### src/rtl/core/psd_pkg.sv
// ----------------------------------------------------------------------------
// psd_pkg
// Shared widths, result codes and pipeline payload types of the
// point to line / segment distance core.
// ----------------------------------------------------------------------------
package psd_pkg;

   // number of coordinate lanes built
   localparam int DIMENSIONS = 3;

   localparam int CRD_W   = 32;              // input coordinate
   localparam int DIFF_W  = CRD_W + 1;       // coordinate difference
   localparam int PROD_W  = 2 * DIFF_W;      // one lane product
   localparam int SUM_W   = PROD_W + 3;      // signed sum over lanes
   localparam int SQ_W    = SUM_W - 1;       // squared lengths, dot magnitude
   localparam int HALF_W  = SQ_W / 2;        // limb of the dot magnitude
   localparam int NUM_W   = 2 * SQ_W;        // dot squared
   localparam int ROOT_W  = SQ_W / 2;        // integer root of a squared length
   localparam int SQR_W   = ROOT_W + 1;      // root remainder
   localparam int DIST_W  = 35;              // result distance

   localparam int DIV_STEPS  = SQ_W;
   localparam int SQRT_STEPS = ROOT_W;
   localparam int LANE_STAGES  = 2;
   localparam int MERGE_STAGES = 4;
   localparam int LATENCY = LANE_STAGES + MERGE_STAGES + DIV_STEPS + 1 + SQRT_STEPS + 1;

   localparam logic [1:0] DIMS_RESET = 2'd3;

   // nearest_case codes
   localparam logic [1:0] CASE_PERP  = 2'd0;
   localparam logic [1:0] CASE_START = 2'd1;
   localparam logic [1:0] CASE_END   = 2'd2;
   localparam logic [1:0] CASE_DEGEN = 2'd3;

   typedef struct packed {
      logic degenerate;
      logic seg_end;
   } psd_ctrl_type;

   typedef struct packed {
      logic signed [PROD_W-1:0] ab_ab;
      logic signed [PROD_W-1:0] ap_ap;
      logic signed [PROD_W-1:0] bp_bp;
      logic signed [PROD_W-1:0] ab_ap;
      logic signed [PROD_W-1:0] ab_bp;
   } psd_prod_type;

   typedef struct packed {
      logic [SQ_W-1:0] rem;
      logic [SQ_W-1:0] quo;
      logic [SQ_W-1:0] dvs;
      logic [SQ_W-1:0] ap2;
      logic [SQ_W-1:0] bp2;
      psd_ctrl_type    ctrl;
   } psd_div_type;

   typedef struct packed {
      logic [SQ_W-1:0]   rad;
      logic [SQR_W-1:0]  rem;
      logic [ROOT_W-1:0] root;
   } psd_sqrt_type;

endpackage

### src/rtl/core/psd_div_step.sv
// ----------------------------------------------------------------------------
// psd_div_step
// One restoring division step: one quotient bit of dot^2 / |AB|^2.
// ----------------------------------------------------------------------------
module psd_div_step (
   input  logic                 clock,
   input  logic                 adv,
   input  psd_pkg::psd_div_type div_in,
   output psd_pkg::psd_div_type div_out
);
   import psd_pkg::*;

   psd_div_type     step_in, step_ff;
   logic [SQ_W:0]   trial, diff;
   logic            ge;

   always_comb begin
      trial   = {div_in.rem, div_in.quo[SQ_W-1]};
      diff    = trial - {1'b0, div_in.dvs};
      ge      = (trial >= {1'b0, div_in.dvs});
      step_in = div_in;
      step_in.rem = ge ? diff[SQ_W-1:0] : trial[SQ_W-1:0];
      step_in.quo = {div_in.quo[SQ_W-2:0], ge};
   end

   always_ff @(posedge clock) begin
      if (adv) begin
         step_ff <= step_in;
      end
   end

   assign div_out = step_ff;

endmodule

### config.mk
export PLATFORM = sky130hd
export DESIGN_NAME = psd_div_step
export DESIGN_NICKNAME = d
export VERILOG_FILES = /design/src/rtl/core/psd_pkg.sv /design/src/rtl/core/psd_div_step.sv
export SDC_FILE = /design/constraint.sdc
export NUM_CORES = 1
export LEC_CHECK = 0
export ABC_AREA = 0
export BUFFER_PORTS_ARGS = -buffer_cell sky130_fd_sc_hd__buf_2
export CAP_MARGIN = 20
export CORE_AREA = 5 5 264 266
export DETAILED_ROUTE_END_ITERATION = 8
export DIE_AREA = 0 0 269 271
export PLACE_DENSITY_LB_ADDON = 0.12
export SLEW_MARGIN = 20
export SYNTH_ARGS = -nofsm -noshare
export SYNTH_HDL_FRONTEND = slang
export SYNTH_SLANG_ARGS = --single-unit
export TNS_END_PERCENT = 50
### constraint.sdc
create_clock -name clock -period 4.57 [get_ports clock]
set_clock_uncertainty 0.1 [all_clocks]
set_input_delay 0.457 -clock clock [delete_from_list [all_inputs] [get_ports clock]]
set_output_delay 0.457 -clock clock [all_outputs]
set_load 0.01 [all_outputs]
==> results.json <==
{
  "outcome": "finished, final reports clean",
  "cts_max_path_buffers": 3,
  "vias_per_cell": 4.38,
  "num_vias": 13500,
  "grt_pass1_wl_um": 97000,
  "row_count": 95,
  "nFillCells": 6709,
  "tritoncts": "built",
  "synth_area_sq_um": 15500,
  "p_leak_uw": 0.0102,
  "io_buffers": 685,
  "avgSynthCellArea_sq_um": 12.9,
  "synthArstFlopShare_pct": 0,
  "powerDensity_nw_per_um2": 382,
  "drt-initial-drc-count": 711,
  "seqCellArea_sq_um": 10300,
  "min_period_over_period_pct": 94.2,
  "synthCells": 1205,
  "setup_violations": 0,
  "drive_gt1_share_pct": 35.2,
  "drv_cap": 0,
  "synth_area_leaders": "edfxtp_1 66%, ha_1 5.5%, nand2_1 3.1%",
  "core_area_sq_um": 66800,
  "arrival_ns": 4.63,
  "netlist.area_leader.share_pct": 66.1,
  "num_io_pins": 686,
  "root_buffer": "clkbuf_16",
  "synth_fp_nets": 1618,
  "ys.flop_type": "edfxtp_1",
  "grt_usage_pct": 17.9,
  "routedWlPerCell_um": 22.7,
  "max_clock_freq_mhz": 232,
  "drtAntennaViolNets": 0,
  "crit_required_ns": 4.89,
  "final_cell_mix": "684 x buf_2, 342 x edfxtp_1, 263 x dlygate4sd3_1",
  "synth_warnings": 0,
  "end_kind": "register",
  "gp_congestion": 0.833,
  "start_util_pct": 23.3,
  "worstPathMaxFanout": 4,
  "die_area_sq_um": 72900,
  "setup_tns_ns": 0,
  "ys_seq_elements": 342,
  "dp_hpwl_um": 55900,
  "final_common_cell": "buf_2",
  "min_path_type": "input pin to register",
  "hold_violations": 0,
  "grt_pass1_vias": 14100,
  "yosysSeqAreaShare_pct": 66.1,
  "numCtsBuffers": 43,
  "post-route-min-period_ns": 4.31,
  "tightest_slew_ns": 0.846,
  "drv_slew": 0,
  "areaGrowthSynthToFinish_pct": 54.8,
  "maxSlewHeadroom_pct": 43.6,
  "start_kind": "input pin",
  "peakVddDrop_uv": 247,
  "grt_antenna_before_repair": 24,
  "criticalPathCategory": "input pin to register",
  "gr-total-overflow": 0,
  "dieHeight_um": 271,
  "yosysTopAreaCell": "edfxtp_1",
  "htree_levels": 2,
  "totalWireLength_um": 69800,
  "post_cts_resized": 0,
  "numClockSinks": 342,
  "synth_edf_count": 342,
  "grt_max_degree": 90,
  "clk_pin_slew_ns": 0.06,
  "postLayoutCoreUtil_pct": 36.0,
  "nNetsFinal": 2576,
  "multiInputGateArea_sq_um": 4720,
  "dr.pass1.iters": 4,
  "largest_register_ffs": 342,
  "die_w_um": 269,
  "drc": 0,
  "yosysUniqueCellTypes": 66,
  "grt_setup_unrepaired": "false"
}
==> per-stage QoR <==
step	hold slack [ns]	std cells	cell area (sq um)	setup WS (ns)	power (uW)
3_5_place_dp	0.535	2728	20000	0.254	5580
2_1_floorplan	0.456	1205	15500	1.26	4720
6_report	0.0347	3079	24100	0.264	9190
4_1_cts	0.000919	3067	24000	0.278	9370
5_1_grt	0.0170	3076	24100	0.0193	9640
3_3_place_gp	0.535	2728	20000	0.310	5580
==> report_power, final <==
group          leakage [uW]  switching, uW  internal [uW]
clock              0.000684           1400           2130
combinational       0.00618           1040            741
sequential          0.00335           75.1           3810
total                0.0102           2510           6680
==> critical path, stage by stage <==
cell           delay [ns]
dlygate4sd3_1        0.53
buf_2                0.14
ha_1                 0.22
fa_1                 0.41
nor2b_1              0.16
o21ai_0              0.14
a211oi_1             0.28
nor2_1               0.16
a2111oi_4            0.41
o21ai_1              0.18
a211oi_2             0.61
o21ai_0              0.35
a2111o_1             0.47
nand3_1              0.09
==> cell families after synthesis <==
logic type	synth area share [%]
fa+ha+maj	5.60
buf+inv	3.58
mux	0.225
flops	66.1
xor+xnor	3.10
compound gates	12.8
simple gates	8.64
==> final cells by class <==
class | count | share of cell area (%)
flip-flops and latches | 342 | 42.7
repair buffers | 956 | 25.7
multi-input cells | 727 | 19.6
clock buffers | 54 | 4.64
well taps | 873 | 4.54
inverters | 93 | 1.45
clock inverters | 22 | 1.28
diodes | 12 | 0.125
==> final timing paths <==
| check | start | to | depth (start not counted) |
|---|---|---|---|
| min | div_in[170] | div_out[170]$_DFFE_PP_ | 1 |
| max | div_in[138] | div_out[334]$_DFFE_PP_ | 14 |
==> layer usage <==
layer  track usage (%)  vias up  wire length (um)
li1                  -     6427                 -
met4              6.07       18              2470
met5                 0        -               114
met2              32.5      460             35600
met3              5.72      114              5540
met1              19.7     6460             26100
==> synth_stat cells, types with 3 or more instances <==
library cell	count
a21o_1	22
a211o_1	3
o21ai_1	11
o21bai_1	13
nor2b_1	5
o21a_1	11
and3_1	8
inv_1	92
nor2_1	38
a21oi_1	93
xor2_1	20
a21boi_0	5
buf_2	13
ha_1	68
o31ai_1	9
and4_1	4
o21ai_0	91
o211ai_1	4
or2_2	5
clkbuf_1	24
nor4_1	6
a31oi_1	9
nand2_1	129
and2_1	3
nor3_1	20
edfxtp_1	342
o31a_1	5
buf_4	4
a211oi_1	12
nand4_1	23
nand2b_1	8
o221ai_1	6
xnor2_1	35
nand3_1	20
nor3b_1	3
==> repair_timing <==
item,4_1_cts,5_1_grt
setup buffers,0,0
endpoints found under the hold margin,263,0
hold buffers,263,0
setup endpoints to repair,0,0
(Power assumes the default switching activity.)
