==> config.mk <==
export PLATFORM = sky130hd
export DESIGN_NAME = psd_sqrt_step
export DESIGN_NICKNAME = d
export VERILOG_FILES = /design/src/rtl/core/psd_pkg.sv /design/src/rtl/core/psd_sqrt_step.sv
export SDC_FILE = /design/constraint.sdc
export NUM_CORES = 1
export LEC_CHECK = 0
export BUFFER_PORTS_ARGS = -buffer_cell sky130_fd_sc_hd__buf_2
export CAP_MARGIN = 20
export CORE_MARGIN = 4
export CORE_UTILIZATION = 45
export DETAILED_ROUTE_END_ITERATION = 8
export PLACE_DENSITY = 0.78
export SLEW_MARGIN = 25
export SYNTH_ARGS = -nofsm -noshare
export SYNTH_HDL_FRONTEND = slang
export SYNTH_SLANG_ARGS = --single-unit
==> constraint.sdc <==
create_clock -name clock -period 7.5 [get_ports clock]
set_clock_uncertainty 0.15 [all_clocks]
set_input_delay 1.125 -clock clock [delete_from_list [all_inputs] [get_ports clock]]
set_output_delay 1.125 -clock clock [all_outputs]
set_load 0.02 [all_outputs]
==> src/rtl/core/psd_pkg.sv <==
// ----------------------------------------------------------------------------
// psd_pkg
// Shared widths, result codes and pipeline payload types of the
// point to line / segment distance core.
// ----------------------------------------------------------------------------
package psd_pkg;

   // number of coordinate lanes built
   localparam int DIMENSIONS = 3;

   localparam int CRD_W   = 32;              // input coordinate
   localparam int DIFF_W  = CRD_W + 1;       // coordinate difference
   localparam int PROD_W  = 2 * DIFF_W;      // one lane product
   localparam int SUM_W   = PROD_W + 3;      // signed sum over lanes
   localparam int SQ_W    = SUM_W - 1;       // squared lengths, dot magnitude
   localparam int HALF_W  = SQ_W / 2;        // limb of the dot magnitude
   localparam int NUM_W   = 2 * SQ_W;        // dot squared
   localparam int ROOT_W  = SQ_W / 2;        // integer root of a squared length
   localparam int SQR_W   = ROOT_W + 1;      // root remainder
   localparam int DIST_W  = 35;              // result distance

   localparam int DIV_STEPS  = SQ_W;
   localparam int SQRT_STEPS = ROOT_W;
   localparam int LANE_STAGES  = 2;
   localparam int MERGE_STAGES = 4;
   localparam int LATENCY = LANE_STAGES + MERGE_STAGES + DIV_STEPS + 1 + SQRT_STEPS + 1;

   localparam logic [1:0] DIMS_RESET = 2'd3;

   // nearest_case codes
   localparam logic [1:0] CASE_PERP  = 2'd0;
   localparam logic [1:0] CASE_START = 2'd1;
   localparam logic [1:0] CASE_END   = 2'd2;
   localparam logic [1:0] CASE_DEGEN = 2'd3;

   typedef struct packed {
      logic degenerate;
      logic seg_end;
   } psd_ctrl_type;

   typedef struct packed {
      logic signed [PROD_W-1:0] ab_ab;
      logic signed [PROD_W-1:0] ap_ap;
      logic signed [PROD_W-1:0] bp_bp;
      logic signed [PROD_W-1:0] ab_ap;
      logic signed [PROD_W-1:0] ab_bp;
   } psd_prod_type;

   typedef struct packed {
      logic [SQ_W-1:0] rem;
      logic [SQ_W-1:0] quo;
      logic [SQ_W-1:0] dvs;
      logic [SQ_W-1:0] ap2;
      logic [SQ_W-1:0] bp2;
      psd_ctrl_type    ctrl;
   } psd_div_type;

   typedef struct packed {
      logic [SQ_W-1:0]   rad;
      logic [SQR_W-1:0]  rem;
      logic [ROOT_W-1:0] root;
   } psd_sqrt_type;

endpackage

==> src/rtl/core/psd_sqrt_step.sv <==
// ----------------------------------------------------------------------------
// psd_sqrt_step
// One digit-by-digit integer square root step: one root bit per stage.
// ----------------------------------------------------------------------------
module psd_sqrt_step (
   input  logic                  clock,
   input  logic                  adv,
   input  psd_pkg::psd_sqrt_type sq_in,
   output psd_pkg::psd_sqrt_type sq_out
);
   import psd_pkg::*;

   psd_sqrt_type     step_in, step_ff;
   logic [SQR_W+1:0] cur, trial, diff;
   logic             ge;

   always_comb begin
      cur   = {sq_in.rem, sq_in.rad[SQ_W-1:SQ_W-2]};
      trial = (SQR_W+2)'({sq_in.root, 2'b01});
      diff  = cur - trial;
      ge    = (cur >= trial);
      step_in.rad  = {sq_in.rad[SQ_W-3:0], 2'b00};
      step_in.rem  = ge ? diff[SQR_W-1:0] : cur[SQR_W-1:0];
      step_in.root = {sq_in.root[ROOT_W-2:0], ge};
   end

   always_ff @(posedge clock) begin
      if (adv) begin
         step_ff <= step_in;
      end
   end

   assign sq_out = step_ff;

endmodule

==> impl_metrics.py, run 1 <==
metrics = {
    "clock_tree": {
        "h-tree-depth": 4,
        "path_clk_slew_ns": 0.06,
        "cts_buffer_depth": 2,
        "ctsHoldBuffers": 0,
        "cts_tree": "built",
        "clock-root-buffer": "clkbuf_16",
        "post_cts_resize_count": 0,
        "clock_sinks": 135,
        "cts_buffers": 17,
        "post-cts-setup-buffer-count": 0,
    },
    "power": {
        "switching_share": 0.287,
        "intPower_w": 0.00158,
        "irDropWorstVdd_uv": 132,
        "p_switching_w": 0.000638,
        "leakage_nw": 3.88,
        "pwr-share-clk": 0.371,
        "power_frac_seq": 0.424,
        "p_comb_frac": 0.206,
        "p_per_area_nw_per_um2": 258,
    },
    "cells_and_area": {
        "largest_reg_flops": 135,
        "fillCellCount": 1127,
        "drive_gt1_frac": 0.396,
        "area_growth_syn_to_layout_pct": 32.4,
        "antenna_cells": 0,
        "finish.net_count": 967,
        "final_cells": 985,
    },
    "sta": {
        "finalHoldViolations": 0,
        "fin_crit_ns": 3.88,
        "rsz0062_at_grt": "no",
        "worst_pin_slew_ns": 0.908,
        "setup_violations": 0,
        "maxSlewViolCount": 0,
        "max_freq_mhz": 258,
        "finalSetupTns_ns": 0,
        "period_share": 0.517,
        "relSlewSlack": 0.395,
    },
    "global_route": {
        "antenna_found_initial": 3,
        "grt_max_degree": 74,
        "grt_overflow": 0,
        "gr-usage-all-layers": 0.216,
        "grt_pass1_wl_mm": 27.1,
        "grt_pass1_vias": 4975,
    },
    "synth": {
        "seq_area_frac_synth": 0.623,
        "synth_cell_types": 48,
        "synth_seq_cells": 135,
        "postSynthAreaPerCell_um2": 12.7,
        "netlist_area_um2": 6510,
        "synth-main-ff-cell": "edfxtp_1",
        "ys_warn_count": 0,
        "synth-edff-count": 135,
        "synth.top_cells.by_area": "edfxtp_1 62%, ha_1 6.9%, a21oi_1 4.5%",
        "synth_cells": 513,
        "synth_top_area_share": 0.623,
        "async_reset_ff_frac": 0,
        "yosys.area.top_type": "edfxtp_1",
    },
    "die": {
        "placeableCoreArea_um2": 14000,
        "num_rows": 43,
        "start_util": 0.463,
        "die_w_um": 128,
        "die_area_um2": 16400,
        "die_h_um": 128,
        "io_pins": 276,
    },
    "place": {
        "dp_hpwl_mm": 14.1,
        "dp_cells": 953,
        "portBuffers": 273,
        "gp_congestion": 0.847,
    },
    "worst_setup_path": {
        "critPathLaunchType": "primary input",
        "path_class": "primary input to register",
        "arrival_ns": 3.89,
        "cp-end-kind": "register",
        "path_max_fanout": 36,
        "required_ns": 7.51,
    },
    "job": {
        "cap_violations": 0,
    },
    "routing": {
        "vias": 5039,
        "wl_mm": 18.1,
        "drt-pass1-iter-count": 4,
        "ant_nets": 0,
        "routedWlPerCell_um": 18.4,
        "viasPerCell": 5.12,
        "dr.first_iter.drc_count": 325,
        "drc": 0,
    },
    "run_status": {
        "status": "finished clean",
    },
    "hold_path": {
        "hp-class": "primary input to register",
        "worstHoldPathCells": 1,
    },
}
power groups by stage:
stage	Clock [W]	Combinational (W)	Sequential, W
2_1_floorplan	0	0.000185	0.00106
3_3_place_gp	0	0.000451	0.000954
3_5_place_dp	0	0.000458	0.000956
4_1_cts	0.000840	0.000460	0.000942
5_1_grt	0.000879	0.000494	0.000948
6_report	0.000823	0.000457	0.000941
critical path, stage by stage:
cell and delay, ns:
buf_2 0.09, inv_1 0.04, ha_1 0.37, o211ai_1 0.14, o211ai_2 0.21, o2111ai_1 0.19, o211ai_2 0.28, a21o_1 0.21
a21oi_2 0.12, o41ai_4 0.33, buf_4 0.39, mux2_1 0.38
final cells by class:
type	instances	area [um^2]	share of cell area
clock buffers	18	429	0.0498
clock inverters	14	150	0.0174
well taps	180	225	0.0261
multi-input cells	318	2190	0.255
repair buffers	276	1400	0.162
flip-flops and latches	135	4050	0.471
inverters	44	165	0.0192
synthesized netlist by cell type (2+ instances only):
library cell    n
edfxtp_1      135
a21oi_1        59
inv_1          44
nor2_1         40
ha_1           36
nand2_1        25
xnor2_1        21
o21ai_0        19
a21o_1         18
nand4_1        12
xor2_1         12
nand3_1         8
clkbuf_1        7
buf_4           6
nor2b_1         6
nor3_1          5
mux2_1          4
o21a_1          4
a31oi_1         3
buf_2           3
mux2_2          3
nand2b_1        3
o21bai_1        3
o31ai_1         3
a211o_1         2
a211oi_1        2
and2_1          2
mux2i_1         2
o2111a_1        2
o211ai_1        2
o211ai_2        2
o22a_1          2
o22ai_1         2
or2_2           2
metrics by stage:
| stage | util | setup WS [ns] | hold WS, ns | cell area, um^2 | total power [W] |
|---|---|---|---|---|---|
| global placement | 0.572 | 3.30 | 1.15 | 8030 | 0.00140 |
| finish | 0.613 | 3.62 | 0.727 | 8610 | 0.00222 |
| floorplan | - | 3.75 | 1.07 | 6510 | 0.00124 |
| CTS | 0.613 | 3.62 | 0.709 | 8610 | 0.00224 |
| global route | 0.613 | 3.40 | 0.709 | 8610 | 0.00232 |
| detailed placement | 0.572 | 3.21 | 1.15 | 8030 | 0.00141 |
layout by cell type (no fill, tap or decap), types with 4 or more instances in the layout:
cell type  netlist  routed
buf_2            3     272
nand3_1          8       8
clkbuf_16        0      17
o21ai_0         19      19
xor2_1          12      12
ha_1            36      36
edfxtp_1       135     135
xnor2_1         21      21
inv_1           44      44
nand4_1         12      12
a21o_1          18      18
mux2_1           4       4
o21a_1           4       4
nand2_1         25      25
nor2b_1          6       6
a21oi_1         59      59
nor3_1           5       5
nor2_1          40      40
routing by layer:
metal / track usage / up-vias / part of all wire
met1: 0.248 / 2331 / 0.38
met5: 0 / - / 0.0019
met3: 0.0671 / 37 / 0.088
met2: 0.379 / 212 / 0.51
li1: - / 2453 / -
met4: 0.0774 / 6 / 0.026
cells by family (layout without fill, tap and decap cells):
| logic type | count (synthesis) | after routing | share of synthesized area |
|---|---|---|---|
| AO/OA/AOI/OAI | 131 | 131 | 0.132 |
| XOR/XNOR | 33 | 33 | 0.0444 |
| adder cells (fa/ha/maj) | 36 | 36 | 0.0692 |
| buffers and inverters | 61 | 352 | 0.0404 |
| flip-flops | 135 | 135 | 0.623 |
| multiplexers | 9 | 9 | 0.0152 |
| other | 1 | 2 | 0.000576 |
| AND/OR/NAND/NOR | 107 | 107 | 0.0758 |
worst paths after layout:
| check | slack (ns) | to | start |
|---|---|---|---|
| setup / recovery | 3.62 | sq_out[52]$_DFFE_PP_ | sq_in[0] |
| hold / removal | 0.73 | sq_out[71]$_DFFE_PP_ | sq_in[69] |
Power figures use the tool's default switching activity.
==> run 2: changes to the inputs <==
--- a/config.mk
+++ b/config.mk
@@ -8,9 +8,9 @@
 export BUFFER_PORTS_ARGS = -buffer_cell sky130_fd_sc_hd__buf_2
 export CAP_MARGIN = 20
 export CORE_MARGIN = 4
-export CORE_UTILIZATION = 45
+export CORE_UTILIZATION = 44
 export DETAILED_ROUTE_END_ITERATION = 8
-export PLACE_DENSITY = 0.78
+export PLACE_DENSITY = 0.8
 export SLEW_MARGIN = 25
 export SYNTH_ARGS = -nofsm -noshare
 export SYNTH_HDL_FRONTEND = slang
==> constraint.sdc (replaced) <==
create_clock -name clock -period 3.51 [get_ports clock]
set_clock_uncertainty 0.15 [all_clocks]
set_input_delay 0.5265 -clock clock [delete_from_list [all_inputs] [get_ports clock]]
set_output_delay 0.5265 -clock clock [all_outputs]
set_load 0.02 [all_outputs]
==> run 2 against run 1 <==
Sequential power increased by 110%. Sequential share of layout area decreased by 0.94 points. Non-clock buffer count increased by 15. Die area increased by 2.1%. Sequential cell count unchanged. Final cell count increased by 2.1%. Design area increased by 2.0%. Highest routed layer unchanged. First-iteration DRC count decreased by 18%. Global-route usage decreased by 0.99 points. Routed wire length decreased by 0.61%. Via count increased by 1.3%.
==> impl_metrics.py, run 2 (synthesized netlist as in run 1, its figures left out) <==
metrics = {
    "run_status": {
        "status": "finished clean",
    },
    "power": {
        "leakage_nw": 3.98,
        "irDropWorstVdd_uv": 293,
        "p_per_area_nw_per_um2": 547,
    },
    "routing": {
        "wl_mm": 18.0,
        "ant_nets": 0,
        "vias": 5107,
        "dr.first_iter.drc_count": 266,
        "viasPerCell": 5.08,
        "drc": 0,
        "routedWlPerCell_um": 17.9,
        "drt-pass1-iter-count": 4,
    },
    "cells_and_area": {
        "final_cells": 1006,
        "finish.net_count": 982,
        "fillCellCount": 1183,
        "layout_common_cells": "272 x buf_2, 135 x edfxtp_1, 59 x a21oi_1",
        "area_growth_syn_to_layout_pct": 35.1,
        "final_common_cell": "buf_2",
        "largest_reg_flops": 135,
        "drive_gt1_frac": 0.407,
    },
    "die": {
        "die_area_um2": 16800,
        "die_w_um": 130,
        "die_h_um": 130,
        "io_pins": 276,
        "start_util": 0.448,
        "placeableCoreArea_um2": 14500,
        "num_rows": 44,
    },
    "sta": {
        "relSlewSlack": 0.599,
        "setup_violations": 0,
        "worst_pin_slew_ns": 0.601,
        "max_freq_mhz": 325,
        "holdWs_ns": 0.134,
        "finalHoldViolations": 0,
        "fin_ws_ns": 0.430,
        "rsz0062_at_grt": "no",
        "fin_crit_ns": 3.08,
        "finalSetupTns_ns": 0,
        "maxSlewViolCount": 0,
        "period_share": 0.877,
    },
    "worst_setup_path": {
        "arrival_ns": 3.21,
        "required_ns": 3.64,
        "path_common_cell": "o31ai_1",
        "cp-end-kind": "register",
        "crit_path_max_incr_delay_ns": 0.49,
        "slowest_stage": "o31ai_1",
        "crit_start": "sq_in[1]",
        "path_class": "primary input to register",
        "path_delay_family": "compound AO/OA/AOI/OAI gates",
        "path_buf_inv": 3,
        "critPathLaunchType": "primary input",
        "cp_cell_sequence": "buf_2 > inv_1 > ha_1 > buf_4 > nand3_1 > o21bai_1 > a21oi_1 > o31ai_1 > o31ai_1 > o221ai_1 > or2_2 > a211oi_1 > nand3b_1",
        "path_max_fanout": 3,
    },
    "clock_tree": {
        "path_clk_slew_ns": 0.06,
        "cts_tree": "built",
        "clock-root-buffer": "clkbuf_16",
        "clock_sinks": 135,
        "cts_buffer_depth": 2,
        "h-tree-depth": 4,
        "post-cts-setup-buffer-count": 0,
        "cts_buffers": 17,
        "post_cts_resize_count": 0,
        "ctsHoldBuffers": 0,
    },
    "hold_path": {
        "min_from": "sq_in[96]",
        "worstHoldEndpoint": "sq_out[98]$_DFFE_PP_",
        "hp-class": "primary input to register",
        "worstHoldPathCells": 1,
    },
    "place": {
        "dp_cells": 972,
        "portBuffers": 273,
        "dp_slack_ns": 0.00314,
        "gp_congestion": 0.816,
        "dp_hpwl_mm": 14.3,
    },
    "global_route": {
        "antenna_found_initial": 3,
        "grt_max_degree": 73,
        "grt_overflow": 0,
        "grt_pass1_vias": 5032,
        "gr-usage-all-layers": 0.206,
        "grt_pass1_wl_mm": 26.2,
    },
    "job": {
        "cap_violations": 0,
    },
}
[run 2: cell types whose count changed in the layout (fill, tap and decap cells not counted), sizes merged]
cell / before / now
buf: 276 / 291
clkinv: 6 / 3
inv: 47 / 50
diode: 0 / 2
[run 2: cell type report]
class                           instances  area, um^2  share of cell area
Tap cell                              184         230              0.0262
Multi-Input combinational cell        318        2190               0.250
Inverter                               44         165              0.0188
Clock buffer                           18         429              0.0488
Antenna cell                            2        5.00            0.000569
Sequential cell                       135        4050               0.461
Timing Repair Buffer                  291        1550               0.176
Clock inverter                         14         166              0.0189
[run 2: metrics by stage]
stage                     power (W)  area (um^2)  utilization
after floorplan             0.00265         6510            -
after global placement      0.00303         8190        0.563
after detailed placement    0.00306         8190        0.563
after CTS                   0.00485         8780        0.604
after global routing        0.00502         8790        0.605
final                       0.00481         8790        0.605
[run 2: power breakdown]
| part | internal, W | switching, W | total (W) |
|---|---|---|---|
| Combinational | 0.000386 | 0.000622 | 0.00101 |
| Clock | 0.00107 | 0.000724 | 0.00179 |
| Sequential | 0.00197 | 0.0000409 | 0.00201 |
[run 2: layer usage]
| metal | vias up | share of wire | track usage |
|---|---|---|---|
| li1 | 2486 | - | - |
| met1 | 2391 | 0.37 | 0.231 |
| met3 | 33 | 0.094 | 0.0639 |
| met2 | 195 | 0.51 | 0.364 |
| met4 | 2 | 0.026 | 0.0856 |
| met5 | - | 0.00039 | 0 |
[run 2: how the worst max path moves through the flow]
stage	end	slack, ns	cells past startpoint
after floorplan	sq_out[48]$_DFFE_PP_	0.36	11
after global placement	sq_out[68]$_DFFE_PP_	0.02	13
after detailed placement	sq_out[61]$_DFFE_PP_	0.003	13
after CTS	sq_out[61]$_DFFE_PP_	0.43	13
after global routing	sq_out[61]$_DFFE_PP_	0.22	12
final	sq_out[68]$_DFFE_PP_	0.43	13
==> run 3: changes to the inputs <==
--- a/config.mk
+++ b/config.mk
@@ -5,12 +5,13 @@
 export SDC_FILE = /design/constraint.sdc
 export NUM_CORES = 1
 export LEC_CHECK = 0
+export ABC_AREA = 1
 export BUFFER_PORTS_ARGS = -buffer_cell sky130_fd_sc_hd__buf_2
 export CAP_MARGIN = 20
 export CORE_MARGIN = 4
-export CORE_UTILIZATION = 44
+export CORE_UTILIZATION = 45
 export DETAILED_ROUTE_END_ITERATION = 8
-export PLACE_DENSITY = 0.8
+export PLACE_DENSITY = 0.78
 export SLEW_MARGIN = 25
 export SYNTH_ARGS = -nofsm -noshare
 export SYNTH_HDL_FRONTEND = slang
==> run 3 against run 2 <==
Utilization down 1.7 points. Synthesized cell count up 58%. Worst hold slack worse by 0.0026 ns. Sequential cell count unchanged. Worst setup slack improved by 0.50 ns. First-iteration DRC count is 49% higher. Critical endpoint is now sq_out[55]$_DFFE_PP_. Sequential power about the same. Total power up 0.33%.
==> impl_metrics.py, run 3 <==
metrics = {
    "run_status": {
        "status": "finished clean",
    },
    "worst_setup_path": {
        "arrival_ns": 2.60,
        "slowest_stage": "ha_1",
        "crit_path_max_incr_delay_ns": 0.40,
        "path_common_cell": "nand2_1",
        "path_class": "primary input to register",
        "required_ns": 3.53,
        "cp_cell_sequence": "buf_2 > inv_1 > ha_1 > o21ai_1 > nand2_2 > nand2_1 > nand2_2 > nand3_1 > nand2_1 > nand2_1 > nand2_2 > nand2_4 > nand3_1 > nand2_1",
        "cp-end-kind": "register",
        "path_max_fanout": 34,
        "critPathLaunchType": "primary input",
    },
    "cells_and_area": {
        "largest_reg_flops": 135,
        "layout_common_cells": "272 x buf_2, 252 x nand2_1, 135 x edfxtp_1",
        "finish.utilization": 0.588,
        "fillCellCount": 1529,
        "final_common_cell": "buf_2",
        "finish.net_count": 1268,
        "antenna_cells": 0,
        "area_growth_syn_to_layout_pct": 27.7,
        "drive_gt1_frac": 0.337,
    },
    "place": {
        "portBuffers": 273,
        "dp_hpwl_mm": 17.3,
        "dp_slack_ns": 0.490,
        "gp_congestion": 0.944,
    },
    "global_route": {
        "grt_pass1_wl_mm": 34.4,
        "grt_overflow": 0,
        "grt_max_degree": 71,
        "grt_pass1_vias": 6431,
        "gr-usage-all-layers": 0.225,
        "antenna_found_initial": 0,
    },
    "synth": {
        "synth.most_common_cell": "nand2_1",
        "async_reset_ff_frac": 0,
        "synth.top_cells.by_area": "edfxtp_1 53%, nand2_1 12%, inv_1 6.3%",
        "synth_cells": 810,
        "yosys.area.top_type": "edfxtp_1",
        "postSynthAreaPerCell_um2": 9.42,
        "synth_top_area_share": 0.531,
        "synth-main-ff-cell": "edfxtp_1",
        "synth-edff-count": 135,
        "synth_seq_cells": 135,
        "seq_area_frac_synth": 0.531,
        "ys_warn_count": 0,
        "synth_cell_types": 35,
        "ys_top_cells_by_count": "252 x nand2_1, 135 x edfxtp_1, 129 x inv_1",
        "netlist_area_um2": 7630,
    },
    "die": {
        "die_h_um": 138,
        "placeableCoreArea_um2": 16600,
        "start_util": 0.460,
        "die_area_um2": 19100,
        "die_w_um": 138,
        "io_pins": 276,
        "num_rows": 47,
    },
    "sta": {
        "holdWs_ns": 0.131,
        "rsz0062_at_grt": "no",
        "maxSlewViolCount": 0,
        "fin_ws_ns": 0.928,
        "setup_violations": 0,
        "max_freq_mhz": 387,
        "period_share": 0.736,
        "relSlewSlack": 0.330,
        "worst_pin_slew_ns": 1.00,
        "fin_crit_ns": 2.58,
        "finalHoldViolations": 0,
        "finalSetupTns_ns": 0,
    },
    "routing": {
        "drc": 0,
        "wl_mm": 21.8,
        "routedWlPerCell_um": 16.4,
        "viasPerCell": 4.82,
        "ant_nets": 0,
        "dr.first_iter.drc_count": 396,
        "drt-pass1-iter-count": 7,
        "vias": 6387,
    },
    "hold_path": {
        "worstHoldEndpoint": "sq_out[85]$_DFFE_PP_",
        "min_from": "sq_in[83]",
        "hp-class": "primary input to register",
        "worstHoldPathCells": 1,
    },
    "clock_tree": {
        "clock-root-buffer": "clkbuf_16",
        "h-tree-depth": 4,
        "cts_buffers": 17,
        "post_cts_resize_count": 0,
        "cts_buffer_depth": 2,
        "ctsHoldBuffers": 0,
        "clock_sinks": 135,
        "post-cts-setup-buffer-count": 0,
        "cts_tree": "built",
        "path_clk_slew_ns": 0.06,
    },
    "job": {
        "cap_violations": 0,
    },
    "power": {
        "p_per_area_nw_per_um2": 495,
        "leakage_nw": 4.84,
        "irDropWorstVdd_uv": 320,
    },
}
-- run 3: cell count changes in the layout (fill, tap and decap cells not counted), sizes merged, moves of 13 or more --
cell,change
nor2,+24
buf,-15
nand3,+73
xnor2,-20
a21oi,-34
a21o,-17
nand2,+239
o21ai,-13
inv,+87
-- run 3: report_power, final --
part           internal (W)  total (W)  leakage (nW)  switching [W]
Combinational      0.000361    0.00108          3.25       0.000718
Clock              0.000994    0.00175         0.267       0.000754
Sequential          0.00196    0.00200          1.32      0.0000365
Total               0.00332    0.00483          4.84        0.00151
-- run 3: kinds of logic after synthesis --
family	share of synthesized area
compound gates	0.0308
simple gates	0.277
xor+xnor	0.0195
other cells	0.000492
flops	0.531
buf+inv	0.0818
fa+ha+maj	0.0590
-- run 3: worst max-delay path by stage --
stage                                 endpoint      start  depth (start not counted)
final                     sq_out[55]$_DFFE_PP_   sq_in[0]                         14
after global routing      sq_out[55]$_DFFE_PP_  sq_in[27]                         12
after CTS                 sq_out[55]$_DFFE_PP_  sq_in[27]                         12
after detailed placement  sq_out[55]$_DFFE_PP_  sq_in[27]                         12
after global placement    sq_out[35]$_DFFE_PP_  sq_in[27]                         11
after floorplan           sq_out[67]$_DFFE_PP_   sq_in[0]                         15
-- run 3: worst max-delay path: cells and delay by family --
family	cells	cell delay, ns
AND/OR/NAND/NOR	10	1.39
AO/OA/AOI/OAI	1	0.11
adder cells (fa/ha/maj)	1	0.40
buffers and inverters	2	0.14
-- run 3: metal layers --
metal	share of wire	wire length, um	global-route usage	up-vias
met4	0.017	370	0.0577	0
met3	0.056	1210	0.0511	24
li1	-	-	-	3219
met1	0.42	9180	0.277	2917
met5	0	0	0	-
met2	0.51	11000	0.402	227
-- run 3: layout make-up --
type / count / area, um^2 / area share
Inverter: 129 / 484 / 0.0497
Clock inverter: 14 / 138 / 0.0141
Clock buffer: 18 / 429 / 0.0440
Multi-Input combinational cell: 534 / 2960 / 0.303
Tap cell: 220 / 275 / 0.0283
Timing Repair Buffer: 276 / 1410 / 0.144
Sequential cell: 135 / 4050 / 0.416
-- run 3: metrics by stage --
step                total power, W  area, um^2  std cells
floorplan                  0.00272        7630        811
global placement           0.00310        9180       1294
detailed placement         0.00312        9180       1294
CTS                        0.00487        9740       1326
global route               0.00505        9740       1326
finish                     0.00483        9740       1326
